### src/hw/rtl/hce_pkg.sv
// ----------------------------------------------------------------------------
// hce_pkg
// Shared types, constants and helpers for the Hill cipher encryptor.
// ----------------------------------------------------------------------------
package hce_pkg;

  localparam int MAX_BLOCK   = 4;
  localparam int PEND_DEPTH  = 16;
  localparam int QUEUE_DEPTH = 2;

  localparam int CHAR_W    = 8;
  localparam int LET_W     = 5;
  localparam int COEF_W    = 5;
  localparam int KEY_W     = MAX_BLOCK * COEF_W;
  localparam int BSIZE_W   = 3;
  localparam int CFG_IDX_W = 3;
  localparam int CFG_DAT_W = KEY_W;
  localparam int PCNT_W    = $clog2(PEND_DEPTH + 1);
  localparam int PIDX_W    = $clog2(PEND_DEPTH);
  localparam int LCNT_W    = $clog2(MAX_BLOCK + 1);
  localparam int BIDX_W    = $clog2(MAX_BLOCK);
  localparam int QPTR_W    = $clog2(QUEUE_DEPTH);
  localparam int QCNT_W    = $clog2(QUEUE_DEPTH + 1);
  localparam int PROD_W    = LET_W + COEF_W;
  localparam int MSUM_W    = PROD_W;

  localparam logic [CHAR_W-1:0] CHAR_A     = 8'h41;
  localparam logic [CHAR_W-1:0] CHAR_Z     = 8'h5A;
  localparam logic [CHAR_W-1:0] CHAR_NONE  = 8'h00;
  localparam logic [LET_W-1:0]  PAD_LETTER = 5'd23;  // 'X' - 'A'
  localparam int                MODULUS    = 26;
  // floor(t / 26) == (t * RECIP_26) >> RECIP_SH for every t below 1024
  localparam int                RECIP_26   = 2521;
  localparam int                RECIP_SH   = 16;
  localparam int                QPROD_W    = MSUM_W + 12;

  localparam logic [CFG_IDX_W-1:0] CFG_BLOCK_SIZE = 3'd0;
  localparam logic [CFG_IDX_W-1:0] CFG_KEY_ROW_0  = 3'd1;
  localparam logic [CFG_IDX_W-1:0] CFG_KEY_ROW_1  = 3'd2;
  localparam logic [CFG_IDX_W-1:0] CFG_KEY_ROW_2  = 3'd3;
  localparam logic [CFG_IDX_W-1:0] CFG_KEY_ROW_3  = 3'd4;

  typedef logic [MAX_BLOCK-1:0][KEY_W-1:0] key_t;

  typedef struct packed {
    logic [CHAR_W-1:0] ch;
    logic              is_letter;
    logic              eom;
  } hce_cmd_t;

  typedef enum logic [2:0] {
    ST_IDLE,
    ST_MUL,
    ST_ACC,
    ST_EMIT,
    ST_ONE
  } back_state_t;

  function automatic logic is_upper(input logic [CHAR_W-1:0] c);
    return (c >= CHAR_A) && (c <= CHAR_Z);
  endfunction

  function automatic logic [LET_W-1:0] mod26(input logic [MSUM_W-1:0] t);
    logic [QPROD_W-1:0] qp;
    logic [MSUM_W-1:0]  q;
    logic [MSUM_W-1:0]  r;
    qp = QPROD_W'(t) * QPROD_W'(RECIP_26);
    q  = MSUM_W'(qp >> RECIP_SH);
    r  = t - MSUM_W'(q * MSUM_W'(MODULUS));
    return r[LET_W-1:0];
  endfunction

endpackage

### src/hw/rtl/hce_front.sv
// ----------------------------------------------------------------------------
// hce_front
// Input side: take beats, classify each character, hold them in a short queue.
// ----------------------------------------------------------------------------
module hce_front (
  input  logic                  clk,
  input  logic                  rst,
  input  logic                  in_valid,
  output logic                  in_ready,
  input  logic [hce_pkg::CHAR_W-1:0] in_char,
  input  logic                  in_eom,
  output logic                  cmd_valid,
  output hce_pkg::hce_cmd_t     cmd,
  input  logic                  cmd_pop
);
  import hce_pkg::*;

  hce_cmd_t          q [QUEUE_DEPTH];
  logic [QPTR_W-1:0] wr_ptr;
  logic [QPTR_W-1:0] rd_ptr;
  logic [QCNT_W-1:0] count;
  logic              push;

  assign in_ready  = (count < QCNT_W'(QUEUE_DEPTH));
  assign push      = in_valid && in_ready;
  assign cmd_valid = (count != '0);
  assign cmd       = q[rd_ptr];

  always_ff @(posedge clk) begin
    if (push) begin
      q[wr_ptr] <= '{ch: in_char, is_letter: is_upper(in_char), eom: in_eom};
    end
  end

  always_ff @(posedge clk) begin
    if (rst) begin
      wr_ptr <= '0;
      rd_ptr <= '0;
      count  <= '0;
    end else begin
      if (push) wr_ptr <= wr_ptr + 1'b1;
      if (cmd_pop) rd_ptr <= rd_ptr + 1'b1;
      count <= count + QCNT_W'(push) - QCNT_W'(cmd_pop);
    end
  end

endmodule

### src/hw/rtl/hce_back.sv
// ----------------------------------------------------------------------------
// hce_back
// Execution side: block state, pending buffer, key multiply and result emit.
// ----------------------------------------------------------------------------
module hce_back (
  input  logic                        clk,
  input  logic                        rst,
  input  logic                        cmd_valid,
  input  hce_pkg::hce_cmd_t           cmd,
  output logic                        cmd_pop,
  input  logic [hce_pkg::BSIZE_W-1:0] block_size,
  input  hce_pkg::key_t               key_row,
  output logic                        out_valid,
  input  logic                        out_ready,
  output logic [hce_pkg::CHAR_W-1:0]  out_char,
  output logic                        out_last,
  output logic                        out_done,
  output logic                        out_drop
);
  import hce_pkg::*;

  back_state_t       state;
  back_state_t       state_next;

  logic [CHAR_W-1:0] pend [PEND_DEPTH];
  logic [PCNT_W-1:0] pc;
  logic [LET_W-1:0]  letters [MAX_BLOCK];
  logic [LCNT_W-1:0] lc;
  logic              eom_r;
  logic              drop_r;
  logic [CHAR_W-1:0] one_char;
  logic [LCNT_W-1:0] dim;
  logic [BIDX_W-1:0] row;
  logic [PROD_W-1:0] prod [MAX_BLOCK];
  logic [LET_W-1:0]  acc [MAX_BLOCK];
  logic [PCNT_W-1:0] ptr;
  logic [LCNT_W-1:0] kc;

  // pop decision
  logic [LCNT_W-1:0] bs;
  logic [LCNT_W-1:0] lc_new;
  logic [LCNT_W-1:0] dim_new;
  logic [LCNT_W-1:0] need;
  logic              store;
  logic              dropped;
  logic              flush;
  logic              single;
  logic [CHAR_W-1:0] single_char;

  // emit
  logic              can_emit;
  logic              fire;
  logic              in_pend;
  logic [CHAR_W-1:0] pch;
  logic              use_cipher;
  logic [CHAR_W-1:0] emit_char;
  logic              emit_last;
  logic              emit_done;
  logic              emit_drop;
  logic [LCNT_W-1:0] kc_next;
  logic [PCNT_W-1:0] ptr_next;
  logic              last_row;
  logic [LET_W-1:0]  row_letter;

  assign cmd_pop  = (state == ST_IDLE) && cmd_valid;
  assign can_emit = !out_valid || out_ready;
  assign last_row = ({1'b0, row} == (dim - 1'b1));
  assign row_letter = ({1'b0, row} < lc) ? letters[row] : PAD_LETTER;

  always_comb begin
    if (block_size == '0) bs = LCNT_W'(1);
    else if (LCNT_W'(block_size) > LCNT_W'(MAX_BLOCK)) bs = LCNT_W'(MAX_BLOCK);
    else bs = LCNT_W'(block_size);
  end

  always_comb begin
    store       = 1'b0;
    dropped     = 1'b0;
    flush       = 1'b0;
    single      = 1'b0;
    single_char = CHAR_NONE;
    lc_new      = lc;
    need        = LCNT_W'(1);
    if (cmd.is_letter) begin
      store   = (pc < PCNT_W'(PEND_DEPTH)) && (lc < LCNT_W'(MAX_BLOCK));
      dropped = !store;
      lc_new  = lc + LCNT_W'(store);
      flush   = (lc_new != '0) && ((lc_new >= bs) || cmd.eom);
    end else if (lc == '0) begin
      single      = 1'b1;
      single_char = cmd.ch;
    end else begin
      // keep room for the letters still missing from the block
      if (!cmd.eom && (bs > lc)) need = LCNT_W'(1) + (bs - lc);
      store   = ((PCNT_W + 1)'(pc) + (PCNT_W + 1)'(need)) <= (PCNT_W + 1)'(PEND_DEPTH);
      dropped = !store;
      flush   = cmd.eom;
    end
    if (!flush && dropped) single = 1'b1;
    dim_new = (lc_new > bs) ? lc_new : bs;
  end

  always_comb begin
    state_next = state;
    case (state)
      ST_IDLE: begin
        if (cmd_valid) begin
          if (flush) state_next = ST_MUL;
          else if (single) state_next = ST_ONE;
        end
      end
      ST_MUL:  state_next = ST_ACC;
      ST_ACC:  state_next = last_row ? ST_EMIT : ST_MUL;
      ST_EMIT: if (fire && emit_last) state_next = ST_IDLE;
      ST_ONE:  if (fire) state_next = ST_IDLE;
      default: state_next = ST_IDLE;
    endcase
  end

  always_comb begin
    in_pend    = ptr < pc;
    pch        = pend[ptr[PIDX_W-1:0]];
    use_cipher = !in_pend || (is_upper(pch) && (kc < dim));
    kc_next    = kc + LCNT_W'(use_cipher);
    ptr_next   = ptr + PCNT_W'(in_pend);
    fire       = 1'b0;
    emit_char  = one_char;
    emit_last  = 1'b1;
    emit_done  = eom_r;
    emit_drop  = drop_r;
    case (state)
      ST_EMIT: begin
        fire      = can_emit;
        emit_char = use_cipher ? (CHAR_A + CHAR_W'(acc[kc[BIDX_W-1:0]])) : pch;
        emit_last = (ptr_next >= pc) && (kc_next >= dim);
        emit_done = eom_r && emit_last;
      end
      ST_ONE: begin
        fire = can_emit;
      end
      default: begin
        fire = 1'b0;
      end
    endcase
  end

  always_ff @(posedge clk) begin
    if (cmd_pop) begin
      if (store) pend[pc[PIDX_W-1:0]] <= cmd.ch;
      if (store && cmd.is_letter) letters[lc[BIDX_W-1:0]] <= LET_W'(cmd.ch - CHAR_A);
      eom_r    <= cmd.eom;
      drop_r   <= dropped;
      one_char <= single_char;
      dim      <= dim_new;
      row      <= '0;
      ptr      <= '0;
      kc       <= '0;
      for (int i = 0; i < MAX_BLOCK; i++) acc[i] <= '0;
    end
    if (state == ST_MUL) begin
      for (int i = 0; i < MAX_BLOCK; i++) begin
        prod[i] <= PROD_W'(row_letter) * PROD_W'(key_row[row][i*COEF_W +: COEF_W]);
      end
    end
    if (state == ST_ACC) begin
      for (int i = 0; i < MAX_BLOCK; i++) begin
        acc[i] <= mod26(MSUM_W'(acc[i]) + MSUM_W'(prod[i]));
      end
      row <= row + 1'b1;
    end
    if (fire && (state == ST_EMIT)) begin
      ptr <= ptr_next;
      kc  <= kc_next;
    end
    if (fire) begin
      out_char <= emit_char;
      out_last <= emit_last;
      out_done <= emit_done;
      out_drop <= emit_drop;
    end
  end

  always_ff @(posedge clk) begin
    if (rst) begin
      state     <= ST_IDLE;
      pc        <= '0;
      lc        <= '0;
      out_valid <= 1'b0;
    end else begin
      state <= state_next;
      if (cmd_pop) begin
        pc <= pc + PCNT_W'(store);
        lc <= lc_new;
      end
      if (fire && (state == ST_EMIT) && emit_last) begin
        pc <= '0;
        lc <= '0;
      end
      if (fire) out_valid <= 1'b1;
      else if (out_ready) out_valid <= 1'b0;
    end
  end

endmodule

### src/hw/rtl/hill_cipher_encryptor_top.sv
// ----------------------------------------------------------------------------
// hill_cipher_encryptor_top
// Hill cipher encryptor for a byte stream, key matrix and block size by register.
// ----------------------------------------------------------------------------
// Usage:
//   s_axis carries one character per beat in tdata; tlast marks the end of the
//   message, which pads an open block with 'X' and flushes it.
//   m_axis carries result characters; tlast marks the last result caused by
//   one input beat, tuser[0] the last result of an end-of-message beat and tuser[1]
//   every result of a beat whose character was dropped on a full buffer.
//   cfg writes block_size (index 0) and key rows 0..3 (index 1..4); it is always
//   ready; the user must write it only while the block is idle, which it does not enforce.
// Timing:
//   A two-beat queue takes input beats while the back end works. The back end
//   takes a beat in its idle state; a beat that only fills the buffer is done
//   there, a pass-through or a drop adds an emit state. A flushing beat of
//   dimension d runs the key multiply as one multiply/reduce pair per key row,
//   all columns in parallel, then emits one result per cycle while m_axis is
//   not stalled; every result leaves through an output register.
// Reset (synchronous, rst high) empties the queue and the block, sets
//   block_size to 3 and the key to zero; no clearing pass is needed.
// A stalled m_axis holds the result register; the queue fills and then
//   s_axis_tready drops until the back end moves again.
// ----------------------------------------------------------------------------
module hill_cipher_encryptor_top (
  input  logic                          clk,
  input  logic                          rst,
  input  logic                          s_axis_tvalid,
  output logic                          s_axis_tready,
  input  logic [7:0]                    s_axis_tdata,   // [7:0] char_in
  input  logic                          s_axis_tlast,   // end_of_message
  output logic                          m_axis_tvalid,
  input  logic                          m_axis_tready,
  output logic [7:0]                    m_axis_tdata,   // [7:0] char_out
  output logic                          m_axis_tlast,   // last_of_run
  output logic [1:0]                    m_axis_tuser,   // [0] message_done, [1] dropped_flag
  input  logic                          cfg_valid,
  output logic                          cfg_ready,
  input  logic [hce_pkg::CFG_IDX_W-1:0] cfg_index,
  input  logic [hce_pkg::CFG_DAT_W-1:0] cfg_data
);
  import hce_pkg::*;

  logic [BSIZE_W-1:0] block_size;
  key_t               key_row;
  logic               cfg_we;

  hce_cmd_t           cmd;
  logic               cmd_valid;
  logic               cmd_pop;

  logic               res_done;
  logic               res_drop;

  // Register writes land in the next cycle; indexes beyond the list are ignored.
  assign cfg_ready = 1'b1;
  assign cfg_we    = cfg_valid && cfg_ready;

  always_ff @(posedge clk) begin
    if (rst) begin
      block_size <= BSIZE_W'(3);
      key_row    <= '0;
    end else if (cfg_we) begin
      case (cfg_index)
        CFG_BLOCK_SIZE: block_size <= cfg_data[BSIZE_W-1:0];
        CFG_KEY_ROW_0:  key_row[0] <= cfg_data[KEY_W-1:0];
        CFG_KEY_ROW_1:  key_row[1] <= cfg_data[KEY_W-1:0];
        CFG_KEY_ROW_2:  key_row[2] <= cfg_data[KEY_W-1:0];
        CFG_KEY_ROW_3:  key_row[3] <= cfg_data[KEY_W-1:0];
        default: ;
      endcase
    end
  end

  // Front end: classify beats and queue them.
  hce_front u_front (
    .clk       (clk),
    .rst       (rst),
    .in_valid  (s_axis_tvalid),
    .in_ready  (s_axis_tready),
    .in_char   (s_axis_tdata),
    .in_eom    (s_axis_tlast),
    .cmd_valid (cmd_valid),
    .cmd       (cmd),
    .cmd_pop   (cmd_pop)
  );

  // Back end: buffer, multiply, emit.
  hce_back u_back (
    .clk        (clk),
    .rst        (rst),
    .cmd_valid  (cmd_valid),
    .cmd        (cmd),
    .cmd_pop    (cmd_pop),
    .block_size (block_size),
    .key_row    (key_row),
    .out_valid  (m_axis_tvalid),
    .out_ready  (m_axis_tready),
    .out_char   (m_axis_tdata),
    .out_last   (m_axis_tlast),
    .out_done   (res_done),
    .out_drop   (res_drop)
  );

  assign m_axis_tuser = {res_drop, res_done};

endmodule

### config.mk
export PLATFORM = sky130hd
export DESIGN_NAME = hill_cipher_encryptor_top
export DESIGN_NICKNAME = d
export VERILOG_FILES = /design/src/hw/rtl/hce_pkg.sv /design/src/hw/rtl/hce_front.sv /design/src/hw/rtl/hce_back.sv /design/src/hw/rtl/hill_cipher_encryptor_top.sv
export SDC_FILE = /design/constraint.sdc
export NUM_CORES = 1
export LEC_CHECK = 0
export ABC_AREA = 1
export BUFFER_PORTS_ARGS = -buffer_cell sky130_fd_sc_hd__buf_2
export CORE_AREA = 2 2 255 257
export CTS_BUF_LIST = sky130_fd_sc_hd__clkbuf_4
export CTS_CLUSTER_DIAMETER = 40
export DETAILED_ROUTE_END_ITERATION = 10
export DIE_AREA = 0 0 257 259
export HOLD_SLACK_MARGIN = 0.1
export PLACE_DENSITY = 0.67
export SKIP_CTS_REPAIR_TIMING = 1
export SLEW_MARGIN = 15
export SYNTH_ARGS = -nofsm -noshare
export SYNTH_HDL_FRONTEND = slang
export SYNTH_SLANG_ARGS = --single-unit
### constraint.sdc
create_clock -name clk -period 7.6 [get_ports clk]
set_input_delay 1.9 -clock clk [delete_from_list [all_inputs] [get_ports clk]]
set_output_delay 1.9 -clock clk [all_outputs]
set_load 0.1 [all_outputs]
==> flow_summary.ini <==
[logic_synthesis]
synthDistinctLibCells = 61
syn_area_mm2 = 0.0284
ys_seq_area_frac = 0.353
ys_warn_count = 0
postSynthAreaPerCell_um2 = 9.08
yosysTopAreaCellShare = 0.277
synth-async-reset-ratio = 0
synthFlopType = edfxtp_1
synthTopCellsByArea = edfxtp_1 (28%), ha_1 (17%), fa_1 (11%)
synthCells = 3131
synthesis.nets = 3712
synth.largest_area_cell = edfxtp_1
ys_ff_latch = 370
synth_edf_count = 262

[critical_path]
cpMostUsedCell = nand2_1
crit_slowest_cell = fa_1
worst_setup_path_start_kind = flip-flop
critical_path_class = reg2reg
end_kind = flip-flop
required_ps = 8100
slowest_delay_ps = 550
arrival_ps = 7670
critPathMaxFanout = 7

[floorplan]
start_util = 0.445
die_area_mm2 = 0.0666
ios = 51
fp.dieW_um = 257
fp-row-count = 93
die_h_um = 259
core_area_mm2 = 0.0639

[layout]
syn_to_final_growth_pct = 8.79
drive_gt1_frac = 0.109
layout.nets = 3810
final_area_mm2 = 0.0309
utilization = 0.484
final_cell_mix = inv_1 (490), nor2_1 (446), ha_1 (384), nand2_1 (362), edfxtp_1 (262)
final_cells = 4154
fillers = 6097
final_common_cell = inv_1

[grt]
grt_usage = 0.186
grt_pass1_wl_mm = 101
grt_overflow_total = 0
grt_pass1_vias = 20350
grt_max_degree = 88
antenna_found_initial = 2

[clock_tree]
cts.sinks = 370
cts_buffers = 88
clock_latency_ps = 810
clockRootBuffer = clkbuf_4
clkSlewWorstSetupHoldPaths_ps = 60
htree_levels = 3
clockBufferDepth = 3
tritoncts = yes

[place]
port_buffers = 49
post-dp-hpwl_mm = 46.0
placed_cell_area_mm2 = 0.0296
placed_cells = 3988
place_congestion = 0.844

[outcome]
outcome = finished, final reports clean

[drt]
avgRoutedWirePerCell_um = 14.8
vias = 20955
first_iter_violations = 1191
first_pass_iters = 5
ant_nets = 0
drt-total-wl_mm = 61.6
drcViolationCount = 0
via_per_inst = 5.04

[sta]
finalCriticalPeriod_ps = 7160
timing.final.max_slew_violations = 0
skew_ps = 93.2
tightest_slew_ps = 1100
setup-tns-final_ps = 0
relSlewSlack = 0.260
final_hold_viol_count = 0
fin_crit_sh = 0.943
setup_viol = 0
fmax_mhz = 140

[hold_path]
hp-class = reg2reg

[job]
drv_cap = 0
==> registers in the layout (all words and copies together) (netlist names), 8 cells and up, named ones only <==
signal,cells
u_back.letters,20
u_back.out_char,8
u_back.one_char,8
u_back.prod,40
u_back.pend,128
u_back.acc,20
key_row,80
u_front.q,20
==> worst max-delay path, delay by kind of cell (launching register included) <==
family                   cells  cell delay, ps
adder cells (fa/ha/maj)     10            3790
XOR/XNOR                     2             400
flip-flops                   1             380
AND/OR/NAND/NOR             18            1630
AO/OA/AOI/OAI                3             390
buffers and inverters        5             310
==> layer usage <==
metal  routed length (um)  GRT usage
met5                    0          0
met4                 1380     0.0599
met3                 2780     0.0242
met2                28800      0.311
met1                28600      0.251
==> cell type report <==
type                            count  area (um^2)  share of cell area
Clock buffer                      121          908              0.0294
Timing Repair Buffer               91          561              0.0181
Sequential cell                   370        10000               0.324
Tap cell                          855         1070              0.0346
Multi-Input combinational cell   2168        16200               0.525
Clock inverter                     34          181             0.00587
Antenna cell                        5         12.5            0.000405
Inverter                          510         1920              0.0621
==> per-stage QoR <==
stage                     worst slack [ps]  hold WS, ps
after floorplan                        897          400
after global placement                 404          410
after detailed placement               270          407
after CTS                              243          447
after global routing                 -18.0          455
final                                  435          445
==> cell usage after synthesis (46+ instances only) <==
cell type  count
fa_1         157
nand2_1      365
or2_2         46
nand3_1      128
clkbuf_1      54
ha_1         387
inv_1        492
edfxtp_1     262
o21ai_0      173
xor2_1        68
a21oi_1      132
dfxtp_1      108
nor2_1       446
==> path summary, 6_finish.rpt <==
path,startpoint,endpoint,slack (ps),cells after the start
worst max-delay path,u_back.prod[1][0]$_DFFE_PP_,u_back.acc[1][4]$_SDFFCE_PP0N_,440,38
worst min-delay path,key_row[46]$_SDFFE_PP0P_,key_row[46]$_SDFFE_PP0P_,450,2
worst max register to register,u_back.prod[1][0]$_DFFE_PP_,u_back.acc[1][4]$_SDFFCE_PP0N_,440,38
worst min register to register,key_row[46]$_SDFFE_PP0P_,key_row[46]$_SDFFE_PP0P_,450,2
==> kinds of logic (layout without fill, tap and decap cells) <==
kind of cell,Yosys count,in the layout,synth area share
adder cells (fa/ha/maj),544,544,0.281
AO/OA/AOI/OAI,458,458,0.0945
AND/OR/NAND/NOR,1059,1059,0.156
flip-flops,370,370,0.353
other,1,6,0.000132
buffers and inverters,593,756,0.0813
XOR/XNOR,106,106,0.0342
Power is not shown: default switching activity piles up to over one toggle a cycle in this logic, so the estimate is an artifact.
